==> src/hw/rtl/pffa_pkg.sv <==
// package for the partition first-fit allocator
// types and constants shared by all rtl files, no dependencies
package pffa_pkg;
    localparam int NumParts   = 16;
    localparam int QueueDepth = 16;
    localparam int PartIdxW   = $clog2(NumParts);
    localparam int QueueIdxW  = $clog2(QueueDepth);
    localparam int PartCntW   = $clog2(NumParts + 1);
    localparam int QueueCntW  = $clog2(QueueDepth + 1);
    localparam logic [15:0] DefaultMemory = 16'd40;

    localparam logic [1:0] StatusPlaced  = 2'd0;
    localparam logic [1:0] StatusQueued  = 2'd1;
    localparam logic [1:0] StatusDropped = 2'd2;

    localparam logic ModeSubmit = 1'b0;
    localparam logic ModeTick   = 1'b1;

    typedef struct packed {
        logic        mode;
        logic [7:0]  proc_id;
        logic [15:0] proc_size;
        logic [15:0] run_time;
    } req_t;

    typedef struct packed {
        logic [1:0]  status;
        logic        done_valid;
        logic [7:0]  done_id;
        logic [4:0]  placed_count;
        logic [15:0] free_memory;
        logic [4:0]  waiting_count;
        logic        all_idle;
    } rsp_t;

    // shared comparator request and answer
    typedef struct packed {
        logic [15:0] lhs;
        logic [15:0] rhs;
    } cmp_req_t;

    typedef struct packed {
        logic ge;
        logic eq;
    } cmp_rsp_t;
endpackage

==> src/hw/rtl/pffa_if.sv <==
// valid/ready channel interfaces for requests and responses
// depends on pffa_pkg
interface pffa_req_if import pffa_pkg::*; ();
    logic valid;
    logic ready;
    req_t data;
    modport source (output valid, output data, input ready);
    modport sink (input valid, input data, output ready);
endinterface

interface pffa_rsp_if import pffa_pkg::*; ();
    logic valid;
    logic ready;
    rsp_t data;
    modport source (output valid, output data, input ready);
    modport sink (input valid, input data, output ready);
endinterface

==> src/hw/rtl/pffa_cmp.sv <==
// shared 16-bit compare unit used by the sequencer in its submit, countdown and fill evaluate states
// depends on pffa_pkg
module pffa_cmp import pffa_pkg::*; (
    input  cmp_req_t req,
    output cmp_rsp_t rsp
);
    // unsigned greater-or-equal and equality test
    assign rsp.ge = req.lhs >= req.rhs;
    assign rsp.eq = req.lhs == req.rhs;
endmodule

==> src/hw/rtl/partition_first_fit_allocator.sv <==
// submit: intake, then one placement decision in S_SUB, then the result is offered; tick: a
// read/eval pair per partition scanned, then per partition a fill read, plus for a free one a
// read/eval pair per queue entry tried and a read/write pair per entry moved
// one transaction in flight, next intake in the cycle after the result is taken; the sequencer
// walks one partition or queue entry at a time through the shared compare unit
// asynchronous active-low reset clears control state; table and queue entries hold no valid bits
module partition_first_fit_allocator import pffa_pkg::*; (
    input  logic         clk,
    input  logic         rst_n,
    input  logic         cfg_we,
    input  logic [15:0]  cfg_wdata,
    pffa_req_if.sink     in_ch,
    pffa_rsp_if.source   out_ch
);
    typedef enum logic [3:0] {
        S_IDLE, S_SUB, S_T_RD, S_T_EV, S_F_RD, S_F_QRD, S_F_QEV, S_SH_RD, S_SH_WR,
        S_OUT
    } state_t;

    // partition and queue stores
    logic [15:0] p_size [NumParts];
    logic [7:0]  p_owner [NumParts];
    logic [15:0] p_osize [NumParts];
    logic [15:0] p_time [NumParts];
    logic [NumParts-1:0] p_busy_reg;
    logic [7:0]  q_id [QueueDepth];
    logic [15:0] q_size [QueueDepth];
    logic [15:0] q_time [QueueDepth];

    state_t state_reg;
    req_t   req_reg;
    logic [1:0]           status_reg;
    logic [PartCntW-1:0]  pcount_reg;
    logic [QueueCntW-1:0] qcount_reg;
    logic [15:0]          free_reg;
    logic                 closed_reg;
    logic [PartCntW-1:0]  pi_reg;
    logic [QueueCntW-1:0] qj_reg;
    logic [4:0]           placed_reg;
    logic                 done_reg;
    logic [7:0]           done_id_reg;
    // registered reads
    logic [15:0] rd_size_reg, rd_time_reg, rd_osize_reg, rq_size_reg;
    logic [7:0]  rd_owner_reg;

    cmp_req_t cmp_req;
    cmp_rsp_t cmp_rsp;
    pffa_cmp u_cmp (.req(cmp_req), .rsp(cmp_rsp));

    logic [PartIdxW-1:0]  pidx;
    logic [QueueIdxW-1:0] qidx;
    logic [PartIdxW-1:0]  pcidx;
    logic [QueueIdxW-1:0] qcidx;
    logic [QueueIdxW-1:0] qnext;
    logic [16:0]          free_sum;
    assign pidx  = pi_reg[PartIdxW-1:0];
    assign qidx  = qj_reg[QueueIdxW-1:0];
    assign pcidx = pcount_reg[PartIdxW-1:0];
    assign qcidx = qcount_reg[QueueIdxW-1:0];
    assign qnext = qidx + QueueIdxW'(1);
    assign free_sum = {1'b0, free_reg} + {1'b0, rd_osize_reg};

    // comparator operand select by state
    always_comb
    begin
        cmp_req = '0;
        unique case (state_reg)
            S_SUB:   cmp_req = '{lhs: free_reg, rhs: req_reg.proc_size};
            S_T_EV:  cmp_req = '{lhs: rd_time_reg, rhs: 16'd0};
            S_F_QEV: cmp_req = '{lhs: rd_size_reg, rhs: rq_size_reg};
            default: cmp_req = '0;
        endcase
    end

    assign in_ch.ready  = (state_reg == S_IDLE);
    assign out_ch.valid = (state_reg == S_OUT);

    // response built from the settled state, which holds while the result waits unless cfg_we rewrites free memory
    assign out_ch.data = '{
        status:        status_reg,
        done_valid:    done_reg,
        done_id:       done_id_reg,
        placed_count:  placed_reg,
        free_memory:   free_reg,
        waiting_count: 5'(qcount_reg),
        all_idle:      (p_busy_reg == '0)
    };

    // store writes and registered reads
    always_ff @(posedge clk)
    begin
        rd_size_reg  <= p_size[pidx];
        rd_time_reg  <= p_time[pidx];
        rd_osize_reg <= p_osize[pidx];
        rd_owner_reg <= p_owner[pidx];
        rq_size_reg  <= q_size[qidx];
        if (state_reg == S_SUB && !closed_reg && cmp_rsp.ge
            && (pcount_reg + PartCntW'(1) < PartCntW'(NumParts)))
        begin
            p_size[pcidx]  <= req_reg.proc_size;
            p_owner[pcidx] <= req_reg.proc_id;
            p_osize[pcidx] <= req_reg.proc_size;
            p_time[pcidx]  <= req_reg.run_time;
        end
        else if (state_reg == S_SUB && !closed_reg && qcount_reg < QueueCntW'(QueueDepth))
        begin
            p_size[pcidx] <= free_reg;
        end
        if (state_reg == S_SUB && qcount_reg < QueueCntW'(QueueDepth))
        begin
            q_id[qcidx]   <= req_reg.proc_id;
            q_size[qcidx] <= req_reg.proc_size;
            q_time[qcidx] <= req_reg.run_time;
        end
        if (state_reg == S_T_EV && !cmp_rsp.eq && p_busy_reg[pidx])
            p_time[pidx] <= rd_time_reg - 16'd1;
        if (state_reg == S_F_QEV && cmp_rsp.ge)
        begin
            p_owner[pidx] <= q_id[qidx];
            p_osize[pidx] <= q_size[qidx];
            p_time[pidx]  <= q_time[qidx];
        end
        if (state_reg == S_SH_WR)
        begin
            q_id[qidx]   <= q_id[qnext];
            q_size[qidx] <= q_size[qnext];
            q_time[qidx] <= q_time[qnext];
        end
    end

    // sequencer
    always_ff @(posedge clk or negedge rst_n)
    begin
        if (!rst_n)
        begin
            state_reg   <= S_IDLE;
            p_busy_reg  <= '0;
            pcount_reg  <= '0;
            qcount_reg  <= '0;
            free_reg    <= DefaultMemory;
            closed_reg  <= 1'b0;
            pi_reg      <= '0;
            qj_reg      <= '0;
            placed_reg  <= '0;
            done_reg    <= 1'b0;
            done_id_reg <= '0;
            status_reg  <= StatusPlaced;
            req_reg     <= '0;
        end
        else
        begin
            if (cfg_we)
                free_reg <= cfg_wdata;
            unique case (state_reg)
                S_IDLE:
                begin
                    if (in_ch.valid)
                    begin
                        req_reg    <= in_ch.data;
                        pi_reg     <= '0;
                        qj_reg     <= '0;
                        placed_reg <= '0;
                        done_reg   <= 1'b0;
                        done_id_reg <= '0;
                        status_reg <= StatusPlaced;
                        state_reg  <= (in_ch.data.mode == ModeSubmit) ? S_SUB : S_T_RD;
                    end
                end
                S_SUB:
                begin
                    if (closed_reg)
                    begin
                        if (qcount_reg < QueueCntW'(QueueDepth))
                        begin
                            qcount_reg <= qcount_reg + QueueCntW'(1);
                            status_reg <= StatusQueued;
                        end
                        else
                            status_reg <= StatusDropped;
                    end
                    else if (cmp_rsp.ge && (pcount_reg + PartCntW'(1) < PartCntW'(NumParts)))
                    begin
                        p_busy_reg[pcidx] <= 1'b1;
                        pcount_reg <= pcount_reg + PartCntW'(1);
                        free_reg   <= free_reg - req_reg.proc_size;
                        status_reg <= StatusPlaced;
                    end
                    else if (qcount_reg < QueueCntW'(QueueDepth))
                    begin
                        p_busy_reg[pcidx] <= 1'b0;
                        pcount_reg <= pcount_reg + PartCntW'(1);
                        closed_reg <= 1'b1;
                        qcount_reg <= qcount_reg + QueueCntW'(1);
                        status_reg <= StatusQueued;
                    end
                    else
                        status_reg <= StatusDropped;
                    state_reg <= S_OUT;
                end
                // countdown scan, one partition per read/eval pair
                S_T_RD:
                begin
                    if (pi_reg >= pcount_reg)
                    begin
                        pi_reg    <= '0;
                        state_reg <= S_F_RD;
                    end
                    else
                        state_reg <= S_T_EV;
                end
                S_T_EV:
                begin
                    if (p_busy_reg[pidx] && cmp_rsp.eq)
                    begin
                        free_reg <= free_sum[16] ? 16'hFFFF : free_sum[15:0];
                        p_busy_reg[pidx] <= 1'b0;
                        done_reg    <= 1'b1;
                        done_id_reg <= rd_owner_reg;
                        pi_reg      <= '0;
                        state_reg   <= S_F_RD;
                    end
                    else
                    begin
                        pi_reg    <= pi_reg + PartCntW'(1);
                        state_reg <= S_T_RD;
                    end
                end
                // fill free partitions from the queue
                S_F_RD:
                begin
                    qj_reg <= '0;
                    if (pi_reg >= pcount_reg || qcount_reg == '0)
                        state_reg <= S_OUT;
                    else if (p_busy_reg[pidx])
                        pi_reg <= pi_reg + PartCntW'(1);
                    else
                        state_reg <= S_F_QRD;
                end
                S_F_QRD:
                begin
                    if (qj_reg >= qcount_reg)
                    begin
                        pi_reg    <= pi_reg + PartCntW'(1);
                        state_reg <= S_F_RD;
                    end
                    else
                        state_reg <= S_F_QEV;
                end
                S_F_QEV:
                begin
                    if (cmp_rsp.ge)
                    begin
                        p_busy_reg[pidx] <= 1'b1;
                        placed_reg <= placed_reg + 5'd1;
                        state_reg  <= S_SH_RD;
                    end
                    else
                    begin
                        qj_reg    <= qj_reg + QueueCntW'(1);
                        state_reg <= S_F_QRD;
                    end
                end
                // close the queue behind the taken entry
                S_SH_RD:
                begin
                    if (qj_reg + QueueCntW'(1) < qcount_reg)
                        state_reg <= S_SH_WR;
                    else
                    begin
                        qcount_reg <= qcount_reg - QueueCntW'(1);
                        pi_reg     <= pi_reg + PartCntW'(1);
                        state_reg  <= S_F_RD;
                    end
                end
                S_SH_WR:
                begin
                    qj_reg    <= qj_reg + QueueCntW'(1);
                    state_reg <= S_SH_RD;
                end
                S_OUT:
                begin
                    if (out_ch.ready)
                        state_reg <= S_IDLE;
                end
                default: state_reg <= S_IDLE;
            endcase
        end
    end
endmodule

==> src/flat_wrapper.sv <==
// flat-port wrapper written by rule: the top's interface ports become plain ports
module partition_first_fit_allocator_flat import pffa_pkg::*;
  (clk, rst_n, cfg_we, cfg_wdata, in_ch_valid, in_ch_data, in_ch_ready, out_ch_valid, out_ch_data, out_ch_ready);
  pffa_req_if in_ch_i ();
  pffa_rsp_if out_ch_i ();
  input  logic clk;
  input  logic rst_n;
  input  logic cfg_we;
  input  logic [15:0] cfg_wdata;
  input wire logic [$bits(in_ch_i.valid)-1:0] in_ch_valid;
  input wire logic [$bits(in_ch_i.data)-1:0] in_ch_data;
  output wire logic [$bits(in_ch_i.ready)-1:0] in_ch_ready;
  output wire logic [$bits(out_ch_i.valid)-1:0] out_ch_valid;
  output wire logic [$bits(out_ch_i.data)-1:0] out_ch_data;
  input wire logic [$bits(out_ch_i.ready)-1:0] out_ch_ready;
  assign in_ch_i.valid = in_ch_valid;
  assign in_ch_i.data = in_ch_data;
  assign in_ch_ready = in_ch_i.ready;
  assign out_ch_valid = out_ch_i.valid;
  assign out_ch_data = out_ch_i.data;
  assign out_ch_i.ready = out_ch_ready;
  partition_first_fit_allocator u_core (.clk(clk), .rst_n(rst_n), .cfg_we(cfg_we), .cfg_wdata(cfg_wdata), .in_ch(in_ch_i), .out_ch(out_ch_i));
endmodule
==> config.mk <==
export PLATFORM = sky130hd
export DESIGN_NAME = partition_first_fit_allocator_flat
export DESIGN_NICKNAME = d
export VERILOG_FILES = /design/src/hw/rtl/pffa_pkg.sv /design/src/hw/rtl/pffa_if.sv /design/src/hw/rtl/pffa_cmp.sv /design/src/hw/rtl/partition_first_fit_allocator.sv /design/src/flat_wrapper.sv
export SDC_FILE = /design/constraint.sdc
export NUM_CORES = 2
export LEC_CHECK = 0
export BUFFER_PORTS_ARGS = -buffer_cell sky130_fd_sc_hd__buf_2
export CORE_ASPECT_RATIO = 2
export CORE_UTILIZATION = 40
export DETAILED_ROUTE_END_ITERATION = 6
export PLACE_DENSITY = 0.54
export SYNTH_ARGS = -nofsm -noshare
export SYNTH_HDL_FRONTEND = slang
export SYNTH_SLANG_ARGS = --single-unit
==> constraint.sdc <==
create_clock -name clk -period 7.6 [get_ports clk]
set_input_delay 0 -clock clk [delete_from_list [all_inputs] [get_ports clk]]
set_output_delay 0 -clock clk [all_outputs]
set_load 0.1 [all_outputs]
==> summary.md <==
| Metric | Value |
|---|---|
| Status | finished with violations |
| Total track usage | 24.0% |
| XOR/XNOR Fraction of Synth Area | 0.507% |
| Arrival @ worst endpoint | 6.45 ns |
| IO Pins | 102 |
| Post-DR vias/cell | 5.91 |
| Maximum clock frequency | 167 MHz |
| Post-synth top cells | edfxtp_1 (1,536), mux4_2 (680), nand2_1 (357) |
| Final period utilization | 78.7% |
| Synth warn | 0 |
| Vias in the first global route | 42.6k |
| Tightest Pin Transition | 1.20 ns |
| Critical path type | register to register |
| Worst vdd ir | 0.163 mV |
| Routed vias | 40.3k |
| Row count | 223 |
| Filler cell count | 15.6k |
| Nets | 4,347 |
| Avg Inst Size Synth | 19.0 µm² |
| Type of the most critical hold path | primary input to register |
| # H-tree levels | 4 |
| Number of clock sinks | 1,721 |
| Setup bufs post-CTS | 0 |
| Mapped Cells | 3,911 |
| Post-route ant nets | 0 |
| CP Capture Type | register |
| Top FF cell, synth | edfxtp_1 |
| CORE AREA | 184,000 µm² |
| Syn_nets | 4,053 |
| DP Worst Slack | 1.67 ns |
| Crit path required time | 8.08 ns |
| P_leak | 0.0269 µW |
| Num CTS Buffers | 160 |
| Mapped cell area | 74,300 µm² |
| First-pass GRT wire length | 318,000 µm |
| Switching power | 10,100 µW |
| Post-layout min period | 5.98 ns |
| Sequential-to-total area share from yosys stat | 67.8% |
| Fraction of the mapped netlist area in adder cells | 1.38% |
| Avg WL per Cell | 32.7 µm |
| CTS Hold Bufs | 114 |
| Largest net degree at the start of global routing | 115 |
| Max-slew violations | 0 |
| Layout area overhead | 14.4% |
| Initial detailed-routing violation count | 3,309 |
| Compound-Gate Fraction of Synth Area | 3.93% |
| Cell with the most instances after synthesis | edfxtp_1 |
| RSZ-0062 raised after global routing | false |
| CP Max Fanout | 38 |
| Setup violators final | 0 |
| Clock power share | 26.5% |
| CTS tree | yes |
| Maxcap violations | 0 |
| Share of the synthesized area in the top cell type | 62.1% |
| GRT overflow | 0 |
| Reg power frac | 44.1% |
| Root buf cell | clkbuf_16 |
| Die height | 611 µm |
| Mux share of post-synthesis cell area | 21.2% |
| Worst setup margin | 1.62 ns |
| CTS clock-pin slew for the worst setup and hold paths | 0.06 ns |
| Drt drc | 15 |
| Antenna violations before repair | 10 |
| Internal power | 20,000 µW |
| CTS resizes | 0 |
| Yosys cell types | 79 |
| Later-pin clock latency in the skew report | 0.81 ns |
| Cell taking the most area after synthesis | edfxtp_1 |
| Die Footprint | 188,000 µm² |
| Starting Density | 40.3% |
| Startpoint Class | register |
| Final std cells w/o fill | 6,809 |
| Slew Limit Headroom | 19.7% |
| Post-synth EDFFs | 1,536 |
| Flops & latches, synth | 1,721 |
| Setup TNS | 0 ns |
| Routability cong. | 0.887 |
| Ranking of synthesized cells by area | edfxtp_1 (62%), mux4_2 (21%), dfrtp_1 (3.7%), dfxtp_1 (1.9%), nand2_1 (1.8%) |
| Switching Fraction | 33.6% |
| Hold Violations, Final | 0 |
| Largest family of logic cells by synthesized area | multiplexers |
| Pre-antenna DRT Iters | 7 |
| Comb pwr share | 29.4% |
| Simple-Gate Fraction of Synth Area | 3.47% |
| Post-DP HPWL | 144,000 µm |
| Async set or reset register ratio after synthesis | 6.57% |
| Routed WL | 223,000 µm |
| Layout cell share with drive strength beyond 1 | 29.8% |
| Port Buffers | 101 |
| Failing checks | design-rule violations |
| Die Wd | 307 µm |
| Worst Skew | 0.0548 ns |
| Placed insts | 6,404 |
| CTS max path bufs | 4 |
| Power Dens Cells | 354 nW/µm² |
[power by group through the flow]
stage	registers, µW	logic (µW)	clock network (µW)
after floorplan	13200	5400	0
after global placement	13500	8750	0
after detailed placement	13500	8840	0
after CTS	13300	8960	8150
after global routing	13300	9470	8460
final	13300	8850	7990
[cells by family after synthesis]
kind of cell / after synthesis
fa+ha+maj: 80
compound gates: 444
simple gates: 587
xor+xnor: 43
mux: 721
flops: 1721
buf+inv: 315
[stage by stage]
| stage | area [µm²] | utilization, % | hold WS (ns) | total power [µW] |
|---|---|---|---|---|
| finish | 85000 | 46.1 | 0.0468 | 30100 |
| global route | 85000 | 46.1 | 0.0584 | 31300 |
| CTS | 85000 | 46.1 | 0.0209 | 30400 |
| detailed placement | 78800 | 42.7 | 0.102 | 22300 |
| global placement | 78800 | 42.7 | 0.0947 | 22200 |
| floorplan | 74300 | - | -0.296 | 18600 |
[cell usage in the layout, fill, tap and decap left out, types with 15 or more instances in the layout]
cell,instances
nor2_2,16
o22ai_1,17
mux2i_1,27
o211ai_1,15
clkinv_1,15
nand2_1,356
inv_1,74
nor2_1,50
dfxtp_1,72
xnor2_1,24
o21ai_1,24
edfxtp_1,1536
nor3_1,19
nor2_4,17
buf_2,100
a22oi_1,28
clkbuf_1,45
buf_4,152
a21o_1,24
clkinv_2,20
o22ai_2,16
clkbuf_16,161
dlygate4sd3_1,113
ha_1,76
xor2_1,17
clkbuf_8,15
dfrtp_1,103
nand3_1,29
o21ai_0,106
a21oi_1,75
mux4_2,680
a222oi_1,16
[worst paths after layout]
check,start,to,slack (ns),depth (start not counted)
worst max-delay path,u_core.state_reg[1],u_core.p_owner[14][1],1.62,15
worst min-delay path,in_ch_data[13],u_core.req_reg[13],0.05,4
worst max register to register,u_core.state_reg[1],u_core.p_owner[14][1],1.62,15
worst min register to register,u_core.rd_owner_reg[6],u_core.done_id_reg[6],0.42,2
max in group asynchronous,rst_n,async pin,6.29,4
min in group asynchronous,rst_n,u_core.done_id_reg[0],0.32,4
[cell type report]
class | count | area (µm²) | area share [%]
diodes | 8 | 20.0 | 0.0236
clock buffers | 221 | 4400 | 5.18
clock inverters | 62 | 619 | 0.729
inverters | 74 | 278 | 0.327
multi-input cells | 1875 | 23200 | 27.3
flip-flops and latches | 1721 | 50400 | 59.3
well taps | 2475 | 3100 | 3.64
repair buffers | 373 | 2930 | 3.45
[routing by layer]
metal,GRT usage (%),wire length (µm)
met1,28.0,80800
met2,43.8,121000
met3,2.81,10100
met4,11.0,11000
met5,0,13
[critical path, stage by stage (launching register included)]
cell	delay [ns]
dfrtp_1	0.59
inv_1	0.20
nand2_1	0.27
nor3_2	0.06
buf_4	0.26
a222oi_1	0.35
inv_1	0.09
ha_1	0.33
nand4_1	0.20
nor3_1	0.37
a311oi_4	0.20
a21oi_2	0.64
nand4_1	0.73
o21a_1	0.35
a21oi_4	0.57
buf_4	0.40
No activity file was read; power rests on OpenSTA's default activity.
